`src/hdl/m4inv_mac.sv`:
```
`timescale 1ns / 1ps
// ----------------------------------------------------------------------------
// m4inv_mac
// Shared signed 32x32 multiplier with round-to-nearest (ties away) scaling.
// The product is registered; the rounding that follows it is combinational.
// ----------------------------------------------------------------------------
module m4inv_mac #(
    parameter int FRAC_BITS = 16
) (
    input  logic               clk,
    input  logic signed [31:0] a,
    input  logic signed [31:0] b,
    output logic signed [63:0] y
);

    logic signed [63:0] p_reg;
    logic        [63:0] mag;
    logic        [63:0] rnd;

    always_ff @(posedge clk)
    begin
        p_reg <= a * b;
    end

    assign mag = p_reg[63] ? (64'd0 - p_reg) : p_reg;
    assign rnd = (mag + (64'd1 << (FRAC_BITS - 1))) >> FRAC_BITS;
    assign y   = p_reg[63] ? (64'sd0 - $signed(rnd)) : $signed(rnd);

endmodule

```
`config.mk`:
```
export PLATFORM = sky130hd
export DESIGN_NAME = m4inv_mac
export DESIGN_NICKNAME = d
export VERILOG_FILES = /design/src/hdl/m4inv_mac.sv
export SDC_FILE = /design/constraint.sdc
export NUM_CORES = 2
export LEC_CHECK = 0
export BUFFER_PORTS_ARGS = -buffer_cell sky130_fd_sc_hd__buf_2
export CORE_MARGIN = 10
export CORE_UTILIZATION = 60
export CTS_CLUSTER_SIZE = 16
export DETAILED_ROUTE_END_ITERATION = 8
export PLACE_DENSITY = 0.88
export SYNTH_ARGS = -nofsm -noshare
export SYNTH_HDL_FRONTEND = slang
export SYNTH_SLANG_ARGS = --single-unit
```
`constraint.sdc`:
```
create_clock -name clk -period 17.8 [get_ports clk]
set_clock_uncertainty 0.1 [all_clocks]
set_input_delay 2.67 -clock clk [delete_from_list [all_inputs] [get_ports clk]]
set_output_delay 2.67 -clock clk [all_outputs]
set_load 0.005 [all_outputs]
```
==> results.toml <==
[cells_and_area]
final_util_pct = 62.0
nets = 5875
largest_register_ffs = 64
fin_cells = 5493
drive_gt1_share_pct = 4.35
area_growth_syn_to_layout_pct = 2.69

[floorplan]
die_area_sq_um = 81200
row_count = 97
chipHeight_microns = 285
die_w_microns = 285
io_pins = 129
initial_core_util_pct = 60.3
coreArea_sq_um = 69800

[synthesis]
syn_inst = 4659
async_reset_ff_share_pct = 0
yosysMostFrequentCell = "fa_1"
yosys.area.top_type = "fa_1"
ys_seq_area_share_pct = 3.04
synth_top_flop_cell = "dfxtp_1"
synth_common_cells = "fa_1 (1082), inv_1 (984), nand2_1 (577)"
avgSynthCellArea_sq_um = 9.04
mappedNetlistNets = 5992
syn_area_sq_um = 42100
ys_seq_elements = 64
ys_types = 92
synth_top_area_share_pct = 51.4
synth_area_leaders = "fa_1 (51%), inv_1 (8.8%), and2_1 (7.8%)"
yosysWarningCount = 0
synth_edf_count = 0

[grt]
grt_usage_pct = 28.1
grt_pass1_vias = 36400
antenna_found_initial = 8
overflow = 0
grt_max_degree = 73
grt_pass1_wl_microns = 184000

[sta]
hold_violations = 0
grt_setup_unrepaired = "false"
setup_viol_count_final = 0
slew_violations = 0
slew_headroom_pct = 40.9
finalCritPeriodShare_pct = 61.8
fmax_mhz = 90.9
worstMarginPinSlew_ns = 0.887
final.setup.tns_ns = 0
min_period_ns = 11.00

[cts]
clock_tree.buffer_depth = 2
path_clk_slew_ns = 0.06
cts_tree = "yes"
h-tree-depth = 3
root_buffer = "clkbuf_16"
postCtsSetupBuffers = 0
clkSinkCount = 64
cts_resized = 0
cts-hold-fix-buffers = 0
cts_made_buffers = 9

[worst_setup_path]
worstSetupStartpointType = "primary input"
path_buf_inv = 4
crit_top_cell = "fa_1"
worstPathRequired_ns = 17.92
crit_start = "a[21]"
max_stage_delay_ns = 0.75
worst-path-stages = 26
end_kind = "register"
crit_family = "adder cells"
crit_arrival_ns = 11.12
cp_slowest_cell = "fa_1"
critPathKind = "in -> reg"
endpoint = "p_reg[63]"
cp_max_fo = 32

[flow_run]
max_cap_viol_count = 0

[place]
numPortBuffers = 128
gp_congestion = 0.945
dp_cells = 5471
dpl.hpwl_microns = 89500

[routing]
routedWlPerCell_microns = 20.3
first_pass_iters = 6
via_count = 32300
drcViolationCount = 0
dr.first_iter.drc_count = 2721
wirelength_microns = 111000
via_per_inst = 5.88
postRouteAntennaNets = 0

[run_status]
status = "finished, final reports clean"

[hold_path]
hp-class = "in -> reg"
-- cell type report --
| class | count | area [sq um] |
|---|---|---|
| Multi-Input combinational cell | 3340 | 36000 |
| Clock inverter | 6 | 68.8 |
| Tap cell | 940 | 1180 |
| Inverter | 985 | 3700 |
| Clock buffer | 10 | 229 |
| Fill cell | 5449 | 26500 |
| Timing Repair Buffer | 142 | 746 |
| Antenna cell | 6 | 15.0 |
| Sequential cell | 64 | 1280 |
-- stage by stage --
step | cell area [sq um] | hold WS [ns] | worst slack [ns]
3_5_place_dp | 42900 | 3.16 | 6.63
6_report | 43200 | 2.84 | 6.80
4_1_cts | 43200 | 2.81 | 6.94
2_1_floorplan | 42100 | 2.70 | 7.68
3_3_place_gp | 42900 | 3.15 | 6.79
5_1_grt | 43200 | 2.83 | 6.32
-- worst min-delay path by stage --
| stage | startpoint | end | slack, ns | cells past startpoint |
|---|---|---|---|---|
| 2_1_floorplan | a[0] | p_reg[0] | 2.70 | 1 |
| 3_3_place_gp | b[0] | p_reg[0] | 3.15 | 2 |
| 3_5_place_dp | b[0] | p_reg[0] | 3.16 | 2 |
| 4_1_cts | b[0] | p_reg[0] | 2.81 | 2 |
| 5_1_grt | b[0] | p_reg[0] | 2.83 | 2 |
| 6_report | b[0] | p_reg[0] | 2.84 | 2 |
-- cells in the final DEF (no fill, tap or decap), drive strengths merged, types with 9 or more instances in the layout --
cell type and n:
mux2i 16, a21oi 100, nand2 577, dfxtp 64, a31oi 15, xnor2 143
o21ai 78, nand2b 29, or3 19, and2 527, fa 1082, clkbuf 10
inv 985, o31ai 20, ha 186, nor4 12, a21o 37, nand4 24
nor2b 10, nor3 35, and4 9, or4 9, nand3 44, nor2 125
buf 142, o211ai 11, or2 13, and3 19, xor2 60
-- per-layer routing --
metal	part of all wire [%]	vias to the layer above	global-route usage, %
met5	0.012	-	0
met4	8.0	2	19.5
met3	8.3	579	4.94
met2	49	1864	48.1
met1	34	16300	31.9
li1	-	13600	-
-- logic make-up (layout without fill, tap and decap cells) --
logic type / after synthesis / in the layout / synth area share, %
and+or+nand+nor: 1479 / 1479 / 18.0
xor gates and xnor gates: 203 / 203 / 4.24
DFF: 64 / 64 / 3.04
AOI/OAI and AO/OA: 373 / 373 / 5.92
muxes: 17 / 17 / 0.407
adders and majority gates: 1268 / 1268 / 57.0
other: 0 / 6 / 0
buffers and inverters: 1255 / 1143 / 11.4
Power is left out: the tool's default activity adds up to more than one toggle a clock period on the data nets, which glitch-free logic cannot reach.
