[src/hdl/m4inv_div.sv]
`timescale 1ns / 1ps
// ----------------------------------------------------------------------------
// m4inv_div
// Restoring divider, one quotient bit per cycle, unsigned 64-bit operands.
// ----------------------------------------------------------------------------
module m4inv_div (
    input  logic        clk,
    input  logic        rst_n,
    input  logic        start,
    input  logic [63:0] num,
    input  logic [63:0] den,
    output logic        done,
    output logic [63:0] quot
);

    logic [63:0] q_reg;
    logic [64:0] rem_reg;
    logic [63:0] den_reg;
    logic [6:0]  cnt_reg;
    logic        busy_reg;
    logic [64:0] trial;
    logic [65:0] diff;

    assign trial = {rem_reg[63:0], q_reg[63]};
    assign diff  = {1'b0, trial} - {2'b0, den_reg};
    assign quot  = q_reg;

    always_ff @(posedge clk or negedge rst_n)
    begin
        if (!rst_n)
        begin
            busy_reg <= 1'b0;
            done     <= 1'b0;
            cnt_reg  <= '0;
        end
        else
        begin
            done <= 1'b0;
            if (start)
            begin
                busy_reg <= 1'b1;
                q_reg    <= num;
                rem_reg  <= '0;
                den_reg  <= den;
                cnt_reg  <= 7'd64;
            end
            else if (busy_reg)
            begin
                if (!diff[65])
                begin
                    rem_reg <= diff[64:0];
                    q_reg   <= {q_reg[62:0], 1'b1};
                end
                else
                begin
                    rem_reg <= trial;
                    q_reg   <= {q_reg[62:0], 1'b0};
                end
                cnt_reg <= cnt_reg - 7'd1;
                if (cnt_reg == 7'd1)
                begin
                    busy_reg <= 1'b0;
                    done     <= 1'b1;
                end
            end
        end
    end

endmodule

[config.mk]
export PLATFORM = sky130hd
export DESIGN_NAME = m4inv_div
export DESIGN_NICKNAME = d
export VERILOG_FILES = /design/src/hdl/m4inv_div.sv
export SDC_FILE = /design/constraint.sdc
export NUM_CORES = 1
export LEC_CHECK = 0
export ABC_CLOCK_PERIOD_IN_PS = 4240
export BUFFER_PORTS_ARGS = -buffer_cell sky130_fd_sc_hd__buf_2
export CAP_MARGIN = 20
export CELL_PAD_IN_SITES_DETAIL_PLACEMENT = 2
export CELL_PAD_IN_SITES_GLOBAL_PLACEMENT = 2
export CORE_ASPECT_RATIO = 1.4
export CORE_MARGIN = 3
export CORE_UTILIZATION = 37
export DETAILED_ROUTE_END_ITERATION = 10
export GPL_ROUTABILITY_DRIVEN = 0
export PLACE_DENSITY = 0.9
export SLEW_MARGIN = 20
export SYNTH_ARGS = -nofsm -noshare
export SYNTH_HDL_FRONTEND = slang
export SYNTH_SLANG_ARGS = --single-unit
export TNS_END_PERCENT = 5
[constraint.sdc]
create_clock -name clk -period 4.24 [get_ports clk]
set_input_delay 0.636 -clock clk [delete_from_list [all_inputs] [get_ports clk]]
set_output_delay 0.636 -clock clk [all_outputs]
set_load 0.01 [all_outputs]
==> metrics.yaml <==
dieWidth_um: 161
grt_max_degree: 88
end_kind: "flop"
num_vias: 10100
hold_viol_final: 0
fin_crit_ns: 3.92
grt_pass1_wl_um: 65800
syn-num-nets: 1400
min_path_type: "input pin to flop"
drt-pass1-iter-count: 4
clkSinkCount: 201
power_density_nw_per_um2: 494
antenna_found_initial: 0
leakagePower_nw: 6.05
avgSynthCellArea_um2: 10.3
r2r-end: "rem_reg[62]"
worst_hold_slack_ns: 0.252
cts_tree: "yes"
post-cts-setup-buffer-count: 0
setup_violations: 0
ir_drop_uv: 305
diodes: 0
wirelength_um: 41600
die_h_um: 222
max_freq_mhz: 255
grt_usage_pct: 22.9
tns_ns: 0
async_reset_ff_share_pct: 4.48
maxSlewViolCount: 0
worstReg2RegStart: "rem_reg[4]"
root_buffer: "clkbuf_16"
nets: 1571
clock_path_buffers: 3
crit_arrival_ns: 4.20
syn_area_um2: 12400
grt-ovfl-total: 0
ys_seq_area_share_pct: 48.4
drtIter0Drc: 515
maxCapViolations: 0
status: "finished, final reports clean"
fp.dieArea_um2: 35700
fillCellCount: 3452
numCtsBuffers: 24
place_area_um2: 13800
timing.critical_path.fanout_max: 5
worst_pin_slew_ns: 0.963
maxSlewHeadroom_pct: 35.8
ios: 196
routedWlPerCell_um: 22.7
critPathRequiredTime_ns: 4.52
worst-setup-path-type: "flop to flop"
post-route-period-util_pct: 92.4
ant_nets: 0
via_per_inst: 5.54
r2r_setup_slack_ns: 0.32
hpwl_um: 29500
clk_latency_ns: 0.56
rsz0062_at_grt: "false"
portBuffers: 195
grt_pass1_vias: 11700
total_power_mw: 7.19
synth-edff-count: 192
ff2ff_path_depth: 13
fin_area_um2: 14500
clock_skew_ns: 0.0301
critPathCapture: "rem_reg[62]"
netlist_instances: 1202
cp-startpoint: "rem_reg[4]"
clk_pin_slew_ns: 0.06
ys.flop_type: "edfxtp_1"
drive_gt1_share_pct: 23.7
yosys_warnings: 0
critPathLaunchType: "flop"
hp-start: "den[55]"
htreeDepth: 1
drc: 0
start_util_pct: 37.9
ys_ff_latch: 201
placementRows: 78
synth_cell_types: 67
core_um2: 32700
area_growth_pct: 17.6
where the power goes:
part	leakage (nW)	internal [mW]	switching [mW]
clock	0.365	1.15	0.889
combinational	3.70	0.969	1.48
sequential	1.99	2.49	0.208
layout make-up:
cell class              count  area (µm²)  share of cell area, %
clock buffers              32         651                   4.47
inverters                  82         308                   2.12
flip-flops and latches    201        5990                   41.2
well taps                 440         551                   3.78
clock inverters            12         110                  0.757
multi-input cells         858        5850                   40.2
repair buffers            206        1090                   7.48
worst min-delay path by stage:
stage | slack, ns | to | cells after the start
floorplan | 0.34 | busy_reg | 0
global placement | 0.50 | cnt_reg[6] | 2
detailed placement | 0.53 | cnt_reg[6] | 2
CTS | 0.23 | den_reg[55] | 1
global route | 0.23 | den_reg[11] | 1
finish | 0.25 | den_reg[55] | 1
cell usage in the layout, fill, tap and decap left out, drive strengths merged, types with 7 or more instances in the layout:
cell,n
a31oi,7
ha,66
mux2,64
nor3,16
edfxtp,192
nor2,113
buf,206
xor2,24
xnor2,39
nand3,24
nand4,12
dfrtp,9
o21ai,45
a21o,33
inv,82
nand2,157
and2,9
o21bai,8
a21oi,67
a211oi,12
nand2b,17
o21a,10
clkinv,9
clkbuf,32
a311oi,50
stage by stage:
stage	cells	utilization, %	setup slack, ns
floorplan	1202	-	0.897
global placement	1787	42.1	0.413
detailed placement	1787	42.1	0.283
CTS	1831	44.5	0.213
global route	1831	44.5	0.0573
finish	1831	44.5	0.323
synth_stat cells, types with 3 or more instances:
master	instances	area, µm²
o21ai_0	43	215
a21oi_1	67	335
a311oi_2	3	45.0
xnor2_1	39	342
and4_1	4	35.0
clkbuf_1	45	169
buf_1	6	22.5
nor2b_1	4	25.0
a211oi_1	11	82.6
a31o_2	3	26.3
o21a_1	10	75.1
ha_1	66	826
xor2_1	24	210
a41oi_1	6	52.6
nor3_1	15	75.1
nand3_1	24	120
nand2b_1	17	106
o211ai_1	4	30.0
mux2_2	64	721
a21boi_0	5	37.5
o21bai_1	8	60.1
a31oi_1	7	43.8
inv_1	82	308
or3_1	4	25.0
a21o_1	33	248
and3_1	4	25.0
or2_2	5	31.3
nand4_1	12	75.1
nor2_1	113	424
a311oi_1	47	412
o31ai_1	4	30.0
dfrtp_1	9	225
buf_2	7	35.0
a211o_1	4	35.0
a221oi_1	5	43.8
nand2_1	157	589
a2111oi_2	4	60.1
edfxtp_1	192	5770
and2_1	9	56.3
per-layer routing:
| layer | share of wire [%] | up-vias | GRT usage [%] |
|---|---|---|---|
| met1 | 37 | 5092 | 24.5 |
| met5 | 0 | - | 0 |
| met4 | 3.5 | 0 | 8.24 |
| met3 | 3.6 | 93 | 3.54 |
| li1 | - | 4738 | - |
| met2 | 56 | 221 | 44.7 |
logic make-up after synthesis:
logic type | Yosys count | synth area share [%]
and+or+nand+nor | 376 | 13.3
AOI/OAI and AO/OA | 287 | 16.6
DFF | 201 | 48.4
buffers and inverters | 143 | 4.51
adders and majority gates | 67 | 6.83
muxes | 65 | 5.90
xor gates and xnor gates | 63 | 4.46
critical path, cell delays in order (launching register included):
cell	delay, ns
edfxtp_1	0.42
ha_1	0.40
a21o_1	0.22
a211o_1	0.28
o21ai_0	0.43
o311ai_2	0.19
nand4_1	0.22
o21ai_1	0.10
buf_4	0.17
a211o_1	0.27
a31o_2	0.26
a221oi_1	0.36
xor2_1	0.23
o31ai_1	0.08
timing repair:
item,4_1_cts,5_1_grt
resized for setup,0,2
setup endpoints to repair,0,10
hold buffers,0,0
Power figures use the tool's default switching activity.
