--- src/hdl/m4inv_ram.sv ---
`timescale 1ns / 1ps
// ----------------------------------------------------------------------------
// m4inv_ram
// Generic single-port-write, one-port registered-read RAM.
// ----------------------------------------------------------------------------
module m4inv_ram #(
    parameter int WIDTH = 32,
    parameter int DEPTH = 16
) (
    input  logic                     clk,
    input  logic                     we,
    input  logic [$clog2(DEPTH)-1:0] waddr,
    input  logic [WIDTH-1:0]         wdata,
    input  logic [$clog2(DEPTH)-1:0] raddr,
    output logic [WIDTH-1:0]         rdata
);

    logic [WIDTH-1:0] mem [DEPTH];

    always_ff @(posedge clk)
    begin
        if (we)
        begin
            mem[waddr] <= wdata;
        end
        rdata <= mem[raddr];
    end

endmodule

--- config.mk ---
export PLATFORM = sky130hd
export DESIGN_NAME = m4inv_ram
export DESIGN_NICKNAME = d
export VERILOG_FILES = /design/src/hdl/m4inv_ram.sv
export SDC_FILE = /design/constraint.sdc
export NUM_CORES = 1
export LEC_CHECK = 0
export BUFFER_PORTS_ARGS = -buffer_cell sky130_fd_sc_hd__buf_2
export CORE_ASPECT_RATIO = 0.6
export CORE_MARGIN = 5
export CORE_UTILIZATION = 37
export CTS_BUF_LIST = sky130_fd_sc_hd__clkbuf_4 sky130_fd_sc_hd__clkbuf_8 sky130_fd_sc_hd__clkbuf_16
export DETAILED_ROUTE_END_ITERATION = 8
export HOLD_SLACK_MARGIN = 0.1
export PLACE_DENSITY = 0.54
export SYNTH_ARGS = -nofsm -noshare
export SYNTH_HDL_FRONTEND = slang
export SYNTH_SLANG_ARGS = --single-unit
--- constraint.sdc ---
create_clock -name clk -period 3.7 [get_ports clk]
set_input_delay 0.74 -clock clk [delete_from_list [all_inputs] [get_ports clk]]
set_output_delay 0.74 -clock clk [all_outputs]
set_load 0.05 [all_outputs]
==> results of run 1 <==
[sequential cells by signal (all words and copies together), names as in the netlist]
signal	flops
mem	512
rdata	32
[layer usage]
layer,global-route usage (%),share of wire (%),up-vias
met5,0,0.057,-
met4,2.85,1.5,4
met3,2.90,5.9,56
met2,21.2,43,271
met1,24.4,49,4828
li1,-,-,3798
[power by group through the flow]
stage / clock network, W / registers (W) / logic [W]
floorplan: 0 / 0.00720 / 0.000331
global placement: 0 / 0.00707 / 0.000760
detailed placement: 0 / 0.00707 / 0.000766
CTS: 0.00511 / 0.00694 / 0.000767
global route: 0.00539 / 0.00694 / 0.000806
finish: 0.00497 / 0.00693 / 0.000749
[worst max-delay path: cells and delay by family]
kind                   cells  cell delay (ns)
AND/OR/NAND/NOR            2             1.08
buffers and inverters      2             0.45
[synth_stat cells (all sizes together)]
master	number	area share [%]
a22oi	64	2.4
or3b	1	0.044
nor2	13	0.25
nand3b	2	0.076
buf	26	0.80
and2	1	0.032
edfxtp	512	77
nand2	33	0.62
nor3	4	0.10
clkbuf	17	0.32
nand3	1	0.025
mux4	128	15
dfxtp	32	3.2
nor2b	2	0.063
nand2b	2	0.063
[area by class of cell]
cell class / instances / area [um2]
clock inverter: 17 / 136
tap: 703 / 880
timing repair buffer: 108 / 743
sequential: 544 / 16000
clock buffer: 71 / 1440
multi-input combinational: 251 / 3760
fill: 4435 / 29800
[stage by stage]
| stage | hold WS (ns) | power (W) |
|---|---|---|
| 2_1_floorplan | 0.635 | 0.00753 |
| 3_3_place_gp | 0.657 | 0.00783 |
| 3_5_place_dp | 0.660 | 0.00784 |
| 4_1_cts | 0.517 | 0.0128 |
| 5_1_grt | 0.537 | 0.0131 |
| 6_report | 0.550 | 0.0127 |
[cell families (layout without fill, tap and decap cells)]
group	after synthesis	in the layout
AO/OA/AOI/OAI	64	64
buffers and inverters	43	196
flip-flops	544	544
multiplexers	128	128
AND/OR/NAND/NOR	59	59
[final timing paths]
path | slack [ns] | end | cells after the start
worst min register to register | 0.67 | rdata[30] | 3
worst max register to register | 2.34 | rdata[6] | 3
worst min-delay path | 0.55 | mem[5][11] | 1
worst max-delay path | 1.66 | mem[2][1] | 4
==> results list, run 1 <==
- The flow ran to the end, and the final reports show no timing, DRC or antenna violations.
* Clock power frac: 39.3%
- Count of antenna-violating nets left after detailed routing: 0
- Buffers placed on the I/O ports in this run total 73.
- Final period utilization: 55.2%
- Detailed Route Iter0 Violations: 655
- After clock tree synthesis, the flow added hold-fix buffers numbering 0.
- Maximum count of clock buffers along a single path: 3
- Final worst slack: 1.66 ns
- Synthesized-area fraction occupied by xor and xnor cells: 0%
* Worst max-slew margin expressed relative to the limit: 45.1%
- After floorplanning, the core was sized to cover 0.0528 mm2.
- After synthesis the netlist holds a flip-flop and latch count of 544.
- At the pin with the least slew margin, the transition time is 0.823 ns.
- The total count of hold-check failures in the final report came to 0.
- The Yosys step of the flow raised 0 warnings.
* Leakage power figure: 7.35 nW
- Summing the areas of all compound-gate instances in the mapped netlist gives 2.42% of the synthesized area.
* Peak supply drop: 333 uV
* Final number of max-transition violations: 0
- Average wire per cell in the routed design: 25.8 um
- Total routed wirelength: 43.8 mm
- Switching fraction of total power: 21.1%
- Start point of the worst hold path: wdata[11]
- The routed layout has 8957 vias.
- Overall die area: 0.0585 mm2
* Largest family of logic cells by synthesized area: multiplexers
- Detailed placement ended at an HPWL of 24.5 mm.
- Root buffer cell: clkbuf_16
- Antenna diode instance count: 0
* Source of the critical timing path: waddr[2]
- For this run, the register share of the synthesized area comes to 80.7%.
* Finished Core Util: 43.5%
- Non-filler cells, final: 1694
- Required arrival time at the worst endpoint: 3.94 ns
- Number of maximum-capacitance constraint violations: 0
* First-pass GRT wire length: 64.9 mm
- Final GP Congestion: 0.707
- Switching component of the power: 0.00267 W
- Fraction of final layout cells sized beyond drive strength 1: 34.3%
- CTS tree: yes
- Min-Delay Path Class: primary input to flop
- Post CTS Setup Buffer Count: 0
* Pin count of the biggest net entering global routing: 49
* Number of nets in the layout: 995
* Adder and majority gate portion of the synthesized area: 0%
- Quantity of gates resized following cts: 0
- Y dimension of the die: 189 um
- Dividing the synthesized area by the synthesized cell count gives 23.7 um2.
- Clock insertion delay at the later pin of the skew report: 0.56 ns
* Fraction of power consumed by sequential logic: 54.8%
- The number of global-route vias before repair is 9489.
* Deepest level of the CTS H-tree: 2
* Critical path start-end classification: primary input to flop
- Cell total after placement: 1606
* Worst-path cell chain: buf_2, or3b_2, nor2_4, buf_4
* Minimum period implied by the final worst setup slack: 2.04 ns
- In this run the count of I/O pins placed on the die edge is 74.
- Kind of end point of the critical path: flop
- The synthesized netlist occupies a cell area of 0.0199 mm2.
- For this run, design rule violations remaining after detail routing come to 0.
- Area added between synthesis and finish: 15.7%
* Final setup vio count: 0
- Setup tns final: 0 ns
* Power density over the cells: 551 mW/mm2
- Placement Cell Area: 0.0214 mm2
- After Yosys synthesis, and, or, nand and nor cells account for 1.27% of the synthesized area.
- Proportion of power drawn by combinational gates: 5.9%
- Critical path peak fanout: 13
- For this run, the slowest stage of the critical path takes 0.60 ns.
- At the placement stage, the worst setup path has a slack of 1.08 ns.
* Placement row count: 65
- Startpoint types: primary input
* Clock slew seen by the registers of the worst setup and hold paths: 0.06 ns
- Largest clock skew in the final design: 0.0110 ns
* Maximum clock frequency: 0.490 GHz
- In the global route stage, overall resource usage came out at 15.0%.
- In the synthesized netlist, mux cells make up 14.5% of the area.
* Highest-count cells in the layout ignoring fill and taps: edfxtp_1 (512), mux4_2 (128), buf_2 (71), a22oi_1 (64), clkbuf_16 (49)
* Number of vias per cell after detailed routing: 5.29
- For the worst setup path, the data arrival time is 2.29 ns.
- Unrepaired setup endpoints after global routing: no
* Synthesized instance count: 838
* Remaining global-route overflow: 0
* Final cell area excluding filler cells: 0.0230 mm2
- Synth unique cells: 18
* First-pass detailed-route iteration total: 5
- Among all stages on the critical path, the largest delay is contributed by or3b_2.
- Synthesized Nets: 880
* Reg2Reg Launch Point: mem[10][6]
* Initial antenna violation count: 2
* Starting utilization of the core area: 37.6%
* Commonest non-fill, non-tap cell in the layout: edfxtp_1
- For this design, the sink count on the clock tree is 544.
* Total clock buffers created by CTS: 48
- Internal power: 0.00998 W
- The die is 309 um wide.
Note: power is estimated with default switching activity, not from simulation.
==> run 2: changes to the inputs <==
Clock period 3.7 ns to 1.85 ns, I/O delays scaled along.
==> run 2 against run 1 <==
  * Final area grew 3.6%
  * Register-to-register slack lost 1.9 ns
  * Non-clock buffer count grew 53
  * Critical path depth shrank 3
  * Sequential cell count is the same
  * Global-route usage grew 0.69 points
  * Core utilization grew 1.6 points
  * Largest power group unchanged
  * Highest routed layer unchanged
==> results list, run 2 (synthesis gave the netlist of run 1 again) <==
* Number of vias per cell after detailed routing: 5.29
- The largest registers in the layout are mem: 512 flops, rdata: 32 flops.
- Maximum count of clock buffers along a single path: 3
* Starting utilization of the core area: 37.6%
* Critical path start-end classification: flop to primary output
* Final setup vio count: 0
- Horizontal extent of the die: 309 um
- In this run switching power makes up 21.3% of total power.
* Logic depth of the worst setup path including buffers: 1
- Commonest non-fill, non-tap cell in the layout: edfxtp_1
* Cell with the largest stage delay on the worst path: dfxtp_1
- Placement row count: 65
- Of the available clock period, the critical path in the final layout requires 93.0%.
- Number of buffers inserted by port buffering: 73
* Worst max-slew margin expressed relative to the limit: 70.3%
- Number of nets in the layout: 1048
* Initial antenna violation count: 2
- DRC violation count after routing: 0
- In the final layout, the share of cells above drive strength 1 is 37.5%.
- The number of setup buffers added after CTS is 0.
- In this run the power density over the cells is 1080 mW/mm2.
- Worst path bufs/invs: 1
- Measured along the y axis, the die boundary spans 189 um.
- Overall die area: 0.0585 mm2
- The tree built by TritonCTS fans out to 544 sinks.
- The routed layout has 9246 vias.
* Count of antenna-violating nets left after detailed routing: 0
- The critical path goes through buf_2.
* Detailed Route Iter0 Violations: 841
- After detailed routing, the average wire length per cell comes to 26.5 um.
* Area added between synthesis and finish: 19.9%
- Kind of end point of the critical path: primary output
- Maximum clock frequency: 0.581 GHz
* CTS tree: yes
- Along the worst path, the maximum fanout reaches 1.
- The min-delay analysis places its worst path in the category primary input to flop.
* Minimum period implied by the final worst setup slack: 1.72 ns
- The worst setup path is launched from a flop.
- The first global-routing pass estimated 67.0 mm of wire.
- Number of global-route vias before repair: 9575
- Clock-pin slew was measured on the worst setup and hold paths at 0.07 ns.
- Leakage power figure: 7.72 nW
- Flip-flop count of the largest register after layout: 512
- At the pin with the least slew margin, the transition time is 0.446 ns.
- Non-filler cells, final: 1748
- Highest-count cells in the layout ignoring fill and taps: edfxtp_1 (512), mux4_2 (128), buf_2 (71), a22oi_1 (64)
- Clock insertion delay at the later pin of the skew report: 0.57 ns
- The completed layout was analyzed and its total power is 0.0257 W.
- For this block, the routed nets add up to 46.2 mm of wire.
- CTS built an H-tree with a depth of 2.
- The flow ran to the end, and the final reports show no timing, DRC or antenna violations.
* Pin count of the biggest net entering global routing: 33
- Max-cap violations in this run came to 0.
* Worst path max stage delay: 0.47 ns
- Largest clock skew in the final design: 0.0214 ns
* Required arrival time at the worst endpoint: 1.48 ns
- TritonCTS created 48 clock buffers.
- Setup repair after global routing left no endpoint under its margin.
- The total count of hold-check failures in the final report was 0.
- Quantity of gates resized following cts: 0
* Root buffer cell: clkbuf_16
- Critical Path AT: 1.35 ns
- Proportion of power drawn by combinational gates: 6.4%
* Overall fraction of global-route tracks in use: 15.7%
* Count of hold-fix buffers inserted at cts: 0
- Final HPWL from detailed placement: 27.2 mm
* Final GP Congestion: 0.723
- Remaining global-route overflow: 0
- Switching component of the power: 0.00548 W
- Once placement completed, the tool counted placed cells totaling 1659.
- The register with the most flip-flops in the final layout is mem.
- Top-level port count: 74
- Peak supply drop: 742 uV
- Core ar.: 0.0528 mm2
* First-pass detailed-route iteration total: 5
- Registers are responsible for 53.9% of the overall power.
- The internal portion of the total power is 0.0202 W.
* R2R depth: 3
- In this run, the clock network consumes 39.7% of the power.
* Worst hold path stage count: 1
- Delay-heaviest family, CP: flip-flops
- The final-report max-slew violation count came to 0.
==> run 2: cell count changes in the layout (fill, tap and decap cells not counted), sizes merged <==
cell | previous run | this run
clkinv | 13 | 16
clkbuf | 72 | 65
clkinvlp | 0 | 1
diode | 0 | 1
bufinv | 2 | 5
buf | 107 | 160
==> run 2: area by class of cell <==
type                    count  area (um2)
clock inverters            24         248
repair buffers            161        1530
diodes                      1        2.50
well taps                 703         880
fillers                  4367       29000
clock buffers              64        1350
flip-flops and latches    544       16000
multi-input cells         251        3780
==> run 2: path summary, 6_finish.rpt <==
path / start / to / slack [ns]
min: wdata[11] / mem[11][11] / 0.16
max reg2reg: mem[11][3] / rdata[3] / 0.44
min reg2reg: mem[15][26] / rdata[26] / 0.67
max: rdata[22] / rdata[22] / 0.13
==> run 2: through the flow <==
stage	setup slack [ns]	hold WS [ns]	utilization, %	TNS [ns]	instance area [um2]
CTS	0.107	0.142	45.1	0	23800
global route	0.0795	0.150	45.1	0	23800
floorplan	-0.210	0.469	-	-39.92	20000
detailed placement	-0.141	0.656	42.1	-0.503	22200
finish	0.129	0.162	45.1	0	23800
global placement	-0.153	0.653	42.1	-0.494	22200
==> run 2: routing by layer <==
metal	routed length (um)	global-route usage, %
met1	22600	25.6
met2	19500	21.9
met4	543	2.37
met5	7	0
met3	3610	3.73
==> run 2: power by group through the flow <==
stage	clock network, W	logic (W)	registers, W
floorplan	0	0.000678	0.0144
global placement	0	0.00165	0.0141
detailed placement	0	0.00167	0.0141
CTS	0.0104	0.00167	0.0139
global route	0.0110	0.00176	0.0139
finish	0.0102	0.00164	0.0139
==> run 2: worst reg2reg max path, delay by kind of cell, from the launching register on <==
kind	cells	cell delay [ns]
AOI/OAI and AO/OA	1	0.36
DFF	1	0.38
muxes	1	0.47
and+or+nand+nor	1	0.08
==> run 3: changes to the inputs <==
==> constraint.sdc (replaced) <==
create_clock -name clk -period 1.85 [get_ports clk]
set_input_delay 0.2775 -clock clk [delete_from_list [all_inputs] [get_ports clk]]
set_output_delay 0.2775 -clock clk [all_outputs]
set_load 0.05 [all_outputs]
==> run 3 against run 2 <==
  * Hold slack improved by 0.074 ns
  * Largest power group unchanged
  * Sequential share of layout area is 0.37 points lower
  * Combinational power about the same
==> results list, run 3 (synthesis gave the netlist of run 1 again) <==
- Placement row count: 65
- Cell with the largest stage delay on the worst path: dfxtp_1
* R2R depth: 3
- Clock skew on the completed layout was measured at 0.0108 ns.
- VDD sags by at most 645 uV.
- Summing all placed instances gives a cell area of 0.0220 mm2.
* Worst path bufs/invs: 1
- Final Hold Violating Endpoints: 0
* Fraction of power consumed by sequential logic: 54.2%
- Total routed wirelength: 44.9 mm
- Maximum count of clock buffers along a single path: 3
* Internal power: 0.0202 W
- Leaving out fill and tap cells, the most frequent cells in the layout are edfxtp_1 (512), mux4_2 (128), buf_2 (71), a22oi_1 (64), clkbuf_16 (49).
- Source of the critical timing path: rdata[19]
- In this run, the clock network consumes 39.3% of the power.
- Core ar.: 0.0528 mm2
- Final HPWL from detailed placement: 25.3 mm
* Vias post-DR: 9252
- Final setup vio count: 0
- For the final routed database, the setup TNS stands at 0 ns.
- Final period utilization: 83.5%
* Number of buffers inserted by port buffering: 73
- In the final layout, the share of cells above drive strength 1 is 34.7%.
- Dividing the detail-routed wire length by the instance count gives 25.7 um.
* Number of global-route vias before repair: 9647
- The largest single stage delay on the critical path is 0.41 ns.
- The worst pin sits at a relative slew slack of 63.0%.
* Number of vias per cell after detailed routing: 5.30
* Largest register by flop count: mem
* Logic depth of the worst setup path including buffers: 1
* Switching fraction of total power: 20.9%
* Top-level port count: 74
* Placement Setup Slack: 0.00753 ns
- Initial antenna violation count: 1
* Registers with the most flip-flops: mem: 512 flops, rdata: 32 flops
- STA classifies the critical path startpoint as a flop.
- The number of clock buffers added by TritonCTS is 48.
* Leakage power figure: 7.72 nW
- Walking the worst path, the cells encountered are buf_2.
- Number of nets in the layout: 1048
* Pin count of the biggest net entering global routing: 33
* Power density over the cells: 1070 mW/mm2
- Overall fraction of global-route tracks in use: 15.4%
- Count of antenna-violating nets left after detailed routing: 0
- The first global-routing pass estimated 66.4 mm of wire.
- The detailed router finished its first iteration with 855 violations.
- Unrepaired setup endpoints after global routing: no
* Endpoint of the worst setup timing path: rdata[19]
- The die covers 0.0585 mm2.
* CTS tree: yes
- Post CTS Setup Buffer Count: 0
- Critical path peak fanout: 1
* Worst hold slack: 0.236 ns
- R2r endpoint: rdata[10]
- Result of the run: complete, no violations
- Deepest level of the CTS H-tree: 2
- Root buffer cell: clkbuf_16
* Required arrival time at the worst endpoint: 1.57 ns
* CTS sink cnt: 544
- Minimum period implied by the final worst setup slack: 1.54 ns
- Setup slack closes at 0.306 ns.
* Kind of end point of the critical path: primary output
- Across the run, the number of max-cap violations was 0.
* DRC violation count after routing: 0
- Starting utilization of the core area: 37.6%
* Slew @ Worst Pin: 0.554 ns
- For the worst-skew pair, the clock arrives at the later sink with an insertion delay of 0.56 ns.
- Delay-heaviest family, CP: flip-flops
- Clock slew seen by the registers of the worst setup and hold paths: 0.06 ns
- Proportion of power drawn by combinational gates: 6.5%
- Y dimension of the die: 189 um
- Relative to the synthesized area, the layout overhead comes to 20.5%.
- Critical path start-end classification: flop to primary output
- Remaining global-route overflow: 0
* Flip-flop count of the largest register after layout: 512
* Final cell area excluding filler cells: 0.0239 mm2
- From left edge to right edge, the die measures 309 um.
* Final number of max-transition violations: 0
* Reg2Reg Launch Point: mem[11][10]
- Switching component of the power: 0.00533 W
* R2r setup slk: 0.54 ns
- First-pass detailed-route iteration total: 5
* Critical Path AT: 1.27 ns
- Final GP Congestion: 0.709
- Commonest non-fill, non-tap cell in the layout: edfxtp_1
- Min-Delay Path Class: primary input to flop
* Maximum clock frequency: 0.648 GHz
[run 3: cell type report]
cell class,instances,area [um2]
clock inverter,11,108
antenna,1,2.50
timing repair buffer,161,1660
multi-input combinational,251,3780
fill,4378,28800
tap,703,880
sequential,544,16000
clock buffer,76,1490
[run 3: worst min path at each step]
stage / startpoint / endpoint / depth (start not counted)
after floorplan: wdata[0] / mem[0][0] / 0
after global placement: mem[14][6] / rdata[6] / 3
after detailed placement: mem[14][25] / rdata[25] / 3
after CTS: raddr[1] / rdata[10] / 4
after global routing: raddr[1] / rdata[10] / 4
final: raddr[1] / rdata[10] / 4
[run 3: what timing repair did]
| action | CTS | global route |
|---|---|---|
| hold buffers | 32 | 0 |
| resized for setup | 0 | 0 |
| endpoints found under the hold margin | 504 | 0 |
[run 3: power groups by stage]
stage               Clock (W)  Sequential, W  Combinational, W
CTS                    0.0103         0.0139           0.00168
floorplan                   0         0.0144          0.000666
finish                 0.0100         0.0139           0.00165
detailed placement          0         0.0141           0.00162
global placement            0         0.0141           0.00161
global route           0.0109         0.0139           0.00176
[run 3: routing by layer]
layer / GRT usage (%) / share of wire (%)
met2: 22.8 / 44
met1: 24.7 / 49
met5: 0 / 0
met3: 2.48 / 5.9
met4: 2.33 / 1.1
[run 3: per-stage QoR]
step	util [%]	std cells	power (W)
detailed placement	41.7	1627	0.0158
floorplan	-	838	0.0151
global route	45.3	1747	0.0265
finish	45.3	1747	0.0255
CTS	45.3	1746	0.0259
global placement	41.7	1627	0.0157
